**config.mk**
```make
export PLATFORM = sky130hd
export DESIGN_NAME = iim_front
export DESIGN_NICKNAME = d
export VERILOG_FILES = /design/src/hw/rtl/iim_pkg.sv /design/src/hw/rtl/iim_front.sv
export VERILOG_INCLUDE_DIRS = /design/src /design/src/hw/rtl
export SDC_FILE = /design/constraint.sdc
export NUM_CORES = 1
export LEC_CHECK = 0
export ABC_AREA = 1
export BUFFER_PORTS_ARGS = -buffer_cell sky130_fd_sc_hd__buf_2
export CORE_MARGIN = 4
export CORE_UTILIZATION = 45
export DETAILED_ROUTE_END_ITERATION = 10
export PLACE_DENSITY = 0.81
export SYNTH_ARGS = -nofsm -noshare
export SYNTH_HDL_FRONTEND = slang
export SYNTH_SLANG_ARGS = --single-unit
```
**constraint.sdc**
```tcl
create_clock -name clk -period 4.3 [get_ports clk]
set_clock_uncertainty 0.1 [all_clocks]
set_input_delay 0.43 -clock clk [delete_from_list [all_inputs] [get_ports clk]]
set_output_delay 0.43 -clock clk [all_outputs]
set_load 0.05 [all_outputs]
```
**src/hw/rtl/assert_macros.svh**
```systemverilog
// Assertion macros shared by the RTL of the ID/index map.
// No dependencies.
`ifndef ASSERT_MACROS_SVH
`define ASSERT_MACROS_SVH
// Implication checked on every clock, disabled in reset.
`define AST_IMP(lbl, a, c) \
  lbl: assert property (@(posedge clk) disable iff (!rst_n) (a) |-> (c)) \
    else $error("assertion failed");
// Next-cycle implication, disabled in reset.
`define AST_NXT(lbl, a, c) \
  lbl: assert property (@(posedge clk) disable iff (!rst_n) (a) |=> (c)) \
    else $error("assertion failed");
`endif

```
**src/hw/rtl/iim_pkg.sv**
```systemverilog
// Shared types and codes for the ID/index map.
// No dependencies.
`default_nettype none
package iim_pkg;
  localparam int MAX_ITEMS_DEF = 1024;
  localparam int ID_BITS_DEF   = 32;
  localparam int FUNC_W   = 3;
  localparam int STATUS_W = 3;
  localparam int IDX_W    = 10;
  localparam int IDF_W    = 32;
  localparam int CNT_W    = 11;

  localparam logic [FUNC_W-1:0] F_ADD_AUTO = 3'd0;
  localparam logic [FUNC_W-1:0] F_ADD_ID   = 3'd1;
  localparam logic [FUNC_W-1:0] F_ADD_RUN  = 3'd2;
  localparam logic [FUNC_W-1:0] F_FIND     = 3'd3;
  localparam logic [FUNC_W-1:0] F_GET      = 3'd4;
  localparam logic [FUNC_W-1:0] F_CLEAR    = 3'd5;

  localparam logic [STATUS_W-1:0] ST_OK        = 3'd0;
  localparam logic [STATUS_W-1:0] ST_EXHAUSTED = 3'd1;
  localparam logic [STATUS_W-1:0] ST_IN_USE    = 3'd2;
  localparam logic [STATUS_W-1:0] ST_RANGE     = 3'd3;
  localparam logic [STATUS_W-1:0] ST_FULL      = 3'd4;
  localparam logic [STATUS_W-1:0] ST_NOT_FOUND = 3'd5;

  // queued transaction from front to back
  typedef struct packed {
    logic [FUNC_W-1:0] func;
    logic [IDF_W-1:0]  item_id;
    logic [IDX_W-1:0]  item_index;
    logic [CNT_W-1:0]  run_count;
  } cmd_t;
endpackage
`default_nettype wire

```
**src/hw/rtl/iim_front.sv**
```systemverilog
// Front end: accepts transactions and queues them for the back end.
// Depends on iim_pkg, assert_macros.svh.
`default_nettype none
`include "assert_macros.svh"
module iim_front (
  input  wire logic clk,
  input  wire logic rst_n,
  input  wire logic in_valid,
  output logic      in_ready,
  input  wire iim_pkg::cmd_t in_cmd,
  output logic      q_valid,
  input  wire logic q_ready,
  output iim_pkg::cmd_t q_cmd
);
  import iim_pkg::*;
  // two-entry queue
  cmd_t       buf_r [2];
  logic       wp_r, rp_r;
  logic [1:0] cnt_r;
  logic       push, pop;

  assign in_ready = (cnt_r != 2'd2);
  assign q_valid  = (cnt_r != 2'd0);
  assign q_cmd    = buf_r[rp_r];
  assign push     = in_valid && in_ready;
  assign pop      = q_valid && q_ready;

  always_ff @(posedge clk) begin
    if (push) buf_r[wp_r] <= in_cmd;
    if (!rst_n) begin
      wp_r <= 1'b0; rp_r <= 1'b0; cnt_r <= 2'd0;
    end else begin
      if (push) wp_r <= ~wp_r;
      if (pop) rp_r <= ~rp_r;
      cnt_r <= cnt_r + {1'b0, push} - {1'b0, pop};
    end
  end

  `AST_IMP(a_cnt_range, 1'b1, cnt_r != 2'd3)
  `AST_NXT(a_full_push, cnt_r == 2'd2 && !pop, cnt_r == 2'd2)
endmodule
`default_nettype wire

```
## Word level (Yosys, flattened, before mapping)

Memories as Yosys holds them, arrays and structs flattened. A register that Yosys moved wholly into a read port is not among the register bits.
Cells that the tools add are included.

- Register bits after elaboration: 4
- Bits in writable memories: 112
- Bits of input ports: 60
- Output and inout bits: 58
- Word-level logic and storage cells: 16
- Memories: 1

Memory list:

| memory | depth | width | read ports | clocked after Yosys merged registers in | write ports | line | RTL |
|---|---|---|---|---|---|---|---|
| buf_r | 2 | 56 | 1 | 1 | 1 | iim_front.sv:17 | `cmd_t buf_r [2];` |

- Add/sub/neg operators: 2
- Equality and inequality tests: 1
- Muxes and demuxes: 4
- Bitwise logic cells: 2
- Reductions and logical operators: 3

Operator list:

| operator | count |
|---|---|
| $mux W1 | 4 |
| $add A2 B1 Y2 | 1 |
| $logic_and A1 B1 Y1 | 2 |
| $ne A2 B2 Y1 const B | 1 |
| $not A1 Y1 | 2 |
| $reduce_bool A2 Y1 | 1 |
| $sub A2 B1 Y2 | 1 |

## Logic depth before layout (Yosys ltp)

Gate-level depths: netlist of run 1.

- Depth in word-level cells: 4
- Mapped depth: 11
- Depth with buffers taken out: 11

## Worst setup path after synthesis of run 1

Ideal clock, no wire load.

- Path kind: reg-to-reg
- From: register cnt_r[0]
- To: memory buf_r[0][0] (netlist bit), enable pin
- Library setup time: 0.470 ns
- Arrival time: 3.278 ns
- Required time: 3.730 ns
- Setup slack: 0.452 ns
- Stages on the path, launching flop included: 5
- Buffers on the path: 0
- Clock period less this slack: 3.848 ns
- Cells stage by stage: dfxtp_1 -> inv_1 -> nand2_1 -> nand2_1 -> nor2_1

- Longest elaborated chain between the ends: 4

RTL lines:

| item | line | RTL |
|---|---|---|
| start, declared | iim_front.sv:19 | `logic [1:0] cnt_r;` |
| start signal, assigned | iim_front.sv:35 | `cnt_r <= cnt_r + {1'b0, push} - {1'b0, pop};` |
| $ne A2 B2 Y1 | iim_front.sv:22 | `assign in_ready = (cnt_r != 2'd2);` |
| net in_ready | iim_front.sv:9 | `output logic in_ready,` |
| $logic_and A1 B1 Y1 | iim_front.sv:25 | `assign push = in_valid && in_ready;` |
| $mux W1 | iim_front.sv:29 | `if (push) buf_r[wp_r] <= in_cmd;` |
| $mux W1 (implied by the code) | iim_front.sv:29 |  |
| end, declared | iim_front.sv:17 |  |

The timed path passes the listed nets, and every way through them passes these cells.

==> results of run 1 <==
cell usage after synthesis:
library cell	number	area share (%)
dfxtp_1	5	2.3
edfxtp_1	112	76
nand2_1	9	0.76
nor2_1	8	0.68
nand3_1	3	0.34
mux2_4	40	14
buf_2	1	0.11
ha_1	2	0.56
a21oi_1	2	0.23
mux2_2	16	4.1
inv_1	7	0.59
buf_6	5	1.3
worst max-delay path: cells and delay by family, from the launching register on:
family | cells | cell delay, ps
DFF | 1 | 970
muxes | 1 | 420
buffers and inverters | 1 | 210
power breakdown:
group	total, mW	internal, mW	switching (mW)
Sequential	1.57	1.45	0.121
Clock	1.47	1.02	0.448
Combinational	1.26	0.419	0.845
Total	4.31	2.89	1.41
layer usage:
| metal | up-vias | track usage [%] | part of all wire [%] |
|---|---|---|---|
| met3 | 14 | 6.48 | 7.2 |
| met4 | 0 | 6.04 | 1.5 |
| met2 | 96 | 27.4 | 54 |
| met5 | - | 0 | 0 |
| li1 | 1184 | - | - |
| met1 | 1201 | 15.9 | 38 |
cell usage in the layout (no fill, tap or decap):
cell / count
inv_1: 6
mux2_2: 16
dfxtp_1: 4
ha_1: 2
inv_2: 1
dfxtp_4: 1
bufinv_16: 5
clkinv_1: 1
clkbuf_1: 3
nand3_1: 3
clkinvlp_4: 1
clkbuf_16: 16
clkinv_2: 3
nor2_1: 7
dlygate4sd3_1: 51
edfxtp_1: 112
nand2_1: 9
a21oi_1: 2
nor2_4: 1
clkbuf_8: 3
buf_2: 117
buf_4: 2
mux2_4: 40
state kept, by name, summed over array words and instances, names as in the netlist, named ones only:
name / cells
buf_r: 112
cnt_r: 2
rp_r: 1
wp_r: 1
how the worst min path moves through the flow:
stage / startpoint / to / slack (ps) / cells past startpoint
2_1_floorplan: rp_r / register / 370 / 2
3_3_place_gp: rp_r / rp_r / 380 / 2
3_5_place_dp: rp_r / rp_r / 400 / 2
4_1_cts: in_cmd[52] / buf_r[1][52] / 0.1 / 1
5_1_grt: in_cmd[33] / buf_r[0][33] / 4 / 1
6_report: in_cmd[0] / buf_r[1][0] / 30 / 1
cell type report:
cell class	instances	area, um2	share of cell area (%)
Multi-Input combinational cell	80	902	14.3
Clock buffer	22	453	7.19
Tap cell	133	166	2.64
Timing Repair Buffer	170	1110	17.6
Sequential cell	117	3470	55.0
Inverter	7	26.3	0.417
Clock inverter	10	176	2.80
what timing repair did:
action,in CTS,in global routing
hold buffers,45,6
endpoints found under the setup margin,0,0
hold endpoints to repair,89,12
cell families (layout without fill, tap and decap cells):
kind of cell,Yosys count,in the layout,synth area share (%)
flops,117,117,77.9
mux,56,56,17.6
simple gates,20,20,1.77
buf+inv,13,209,1.97
fa+ha+maj,2,2,0.563
compound gates,2,2,0.225
stage by stage:
step / cells / utilization, %
floorplan: 210 / -
global placement: 456 / 53.3
detailed placement: 456 / 53.3
CTS: 533 / 64.5
global route: 539 / 65.1
finish: 539 / 65.1
==> impl_metrics.tcl, run 1 <==
set metrics [dict create \
    grt_max_degree 57 \
    core_um2 9680 \
    r2r_end "buf_r[0][16]" \
    cp-start-kind "register" \
    rsz0062_at_grt "no" \
    slowest_stage "dfxtp_4" \
    arrival_ps 2120 \
    clk_pin_slew_worst_paths_ps 50 \
    dieArea_um2 11500 \
    whs_ps 31.2 \
    drt_iter0_drc 110 \
    final.min_clock_period_ps 2650 \
    hold_class "input pin to register" \
    initial_utilization_pct 45.9 \
    clock_latency_ps 500 \
    drive_above_1_share_pct 50.7 \
    tightest_slew_ps 951 \
    fin_crit_sh_pct 61.6 \
    layout.nets 455 \
    via_per_inst 4.63 \
    dpl_cell_area_um2 5160 \
    cts_buffers 17 \
    grt_pass1_wl_um 13100 \
    cts_tree "built" \
    required_ps 3770 \
    fill_cells 662 \
    drt_wl_total_um 8330 \
    die_y_um 107 \
    dp_hpwl_um 5070 \
    tns_ps 0 \
    cts_resized 0 \
    synth.distinct_cells 12 \
    ir_worst_vdd_mv 0.445 \
    post-cts-setup-buffers 0 \
    status "complete, no violations" \
    r2r-start "cnt_r[0]" \
    hold_viol 0 \
    cp_slowest_stage_delay_ps 970 \
    slew_violations 0 \
    cts_root_buf "clkbuf_8" \
    grt_pass1_vias 2692 \
    leakagePower_nw 2.52 \
    htree_levels 4 \
    synth_area_um2 4450 \
    drc 0 \
    post-place-ws_ps 2120 \
    yosysWarnings 0 \
    powerDensity_nw_per_um2 683 \
    fp.dieW_um 107 \
    area_delta_synth_final_pct 41.8 \
    final_area_um2 6300 \
    ys_seq_elements 117 \
    first_pass_iters 4 \
    cts.sinks 117 \
    synth_fp_nets 272 \
    diodes 0 \
    cts_buffer_depth 2 \
    antenna_found_initial 0 \
    maxSlewHeadroom_pct 36.6 \
    port_buffers 117 \
    total_power_mw 4.31 \
    maxCapViolCount 0 \
    endpoint "q_cmd[2]" \
    crit_type "register to output pin" \
    vias 2495 \
    detail-route-antenna-nets 0 \
    path_max_fanout 56 \
    setup_viol 0 \
    wl_per_cell_um 15.4 \
    seq_area_frac_synth_pct 77.9 \
    cp_cell_sequence "mux2_2, buf_2" \
    max_freq_mhz 377 \
    reg2regPathDepth 5 \
    rrSetupSlack_ps 2140 \
    avgSynthCellArea_um2 21.2 \
    cp-end-kind "output pin" \
    core.rowCount 36 \
    ioPinCount 118 \
    overflow 0 \
    gp_congestion 0.681 \
    grtUsageTotal_pct 15.3 \
    setup_slack_ps 1650 \
    synth_cells 210 \
]
Power figures use the tool's default switching activity.
==> run 2, diff against run 1 <==
Settings changed: PLACE_DENSITY 0.81 to 0.84.
Clock period 4.3 ns to 2.1 ns, I/O delays scaled along.
==> run 2 against run 1 <==
Worst hold slack improved by 300 ps. Cell area rose by 2.3%. Non-clock buffer count rose by 14. Power rose by 100%. Critical path depth rose by 1. Global-route usage rose by 0.40 points. Largest cell class unchanged.
==> impl_metrics.tcl, run 2 (same netlist as run 1, synthesis figures left out) <==
set metrics [dict create \
    die_y_um 107 \
    dp_hpwl_um 5200 \
    cts_buffer_depth 2 \
    maxCapViolCount 0 \
    final_common_cell "buf_2" \
    initial_utilization_pct 45.9 \
    detail-route-antenna-nets 0 \
    required_ps 1790 \
    cts_tree "built" \
    fin_crit_sh_pct 96.0 \
    status "complete, no violations" \
    cp-end-kind "output pin" \
    max_freq_mhz 496 \
    final.min_clock_period_ps 2020 \
    dieArea_um2 11500 \
    ir_worst_vdd_mv 0.745 \
    rsz0062_at_grt "no" \
    powerDensity_nw_per_um2 1350 \
    setup_viol 0 \
    antenna_found_initial 1 \
    ioPinCount 118 \
    drt_iter0_drc 81 \
    grtUsageTotal_pct 15.7 \
    mostFrequentLayoutCells "buf_2 (117), edfxtp_1 (112), dlygate4sd3_1 (59), mux2_4 (40)" \
    gp_congestion 0.664 \
    leakagePower_nw 2.57 \
    cp-start-kind "register" \
    tightest_slew_ps 400 \
    core_um2 9680 \
    overflow 0 \
    fill_cells 665 \
    grt_max_degree 36 \
    clock_latency_ps 500 \
    fp.dieW_um 107 \
    htree_levels 4 \
    crit_type "register to output pin" \
    drive_above_1_share_pct 50.7 \
    clk_pin_slew_worst_paths_ps 50 \
    cts_root_buf "clkbuf_8" \
    layout.nets 469 \
    port_buffers 117 \
    largest_reg_flops 112 \
    grt_pass1_vias 2777 \
    cts.sinks 117 \
    hold_viol 0 \
    drt_wl_total_um 8440 \
    grt_pass1_wl_um 13400 \
    arrival_ps 1710 \
    area_delta_synth_final_pct 45.0 \
    maxSlewHeadroom_pct 73.4 \
    max_flop_register "buf_r" \
    setup_slack_ps 84.2 \
    tns_ps 0 \
    wl_per_cell_um 15.2 \
    path_max_fanout 9 \
    via_per_inst 4.57 \
    post-place-ws_ps 386 \
    biggestRegsByFlops "buf_r x112, cnt_r x2" \
    core.rowCount 36 \
    first_pass_iters 4 \
    slew_violations 0 \
    drc 0 \
    cts_buffers 17 \
    hold_class "input pin to register" \
    vias 2530 \
]
run 2: final timing paths:
kind	from	to	slack, ps	cells after the start
min	in_cmd[38]	buf_r[0][38]	330	2
max	register	q_cmd[3]	80	3
min reg2reg	rp_r	rp_r	420	2
max reg2reg	cnt_r[0]	cnt_r[1]	400	10
run 2: per-stage QoR:
step	std cells	hold WS (ps)	total power [mW]	area, um2	utilization [%]
2_1_floorplan	210	203	5.31	4460	-
3_3_place_gp	460	298	5.83	5250	54.3
3_5_place_dp	460	301	5.89	5250	54.3
4_1_cts	553	296	8.81	6440	66.5
5_1_grt	554	311	9.06	6450	66.6
6_report	554	327	8.71	6450	66.6
run 2: per-layer routing:
metal	GRT usage [%]	part of all wire (%)	vias to the layer above
met5	0	0	-
li1	-	-	1210
met2	27.3	53	83
met4	7.75	2.4	0
met3	5.70	5.7	16
met1	16.9	39	1221
run 2: final cells by class:
type	instances	area, um2	share of cell area (%)
Tap cell	133	166	2.58
Timing Repair Buffer	184	1290	20.0
Antenna cell	1	2.50	0.0388
Clock buffer	23	457	7.08
Sequential cell	117	3470	53.8
Multi-Input combinational cell	80	910	14.1
Inverter	7	30.0	0.466
Clock inverter	9	128	1.98
run 2: what timing repair did:
item / 4_1_cts / 5_1_grt
buffers inserted: 2 / 0
endpoints found under the setup margin: 44 / 0
hold endpoints to repair: 117 / 0
gates resized for setup: 0 / 0
hold buffers: 59 / 0
run 2: critical path, cell delays in order (launching register included):
cell and delay [ps]:
dfxtp_4 410, buf_4 230, mux2_2 360, buf_2 210
run 2: power by group:
group / switching [mW] / leakage [nW] / internal, mW
combinational: 1.91 / 1.20 / 0.941
clock: 0.924 / 0.278 / 1.86
sequential: 0.115 / 1.09 / 2.96
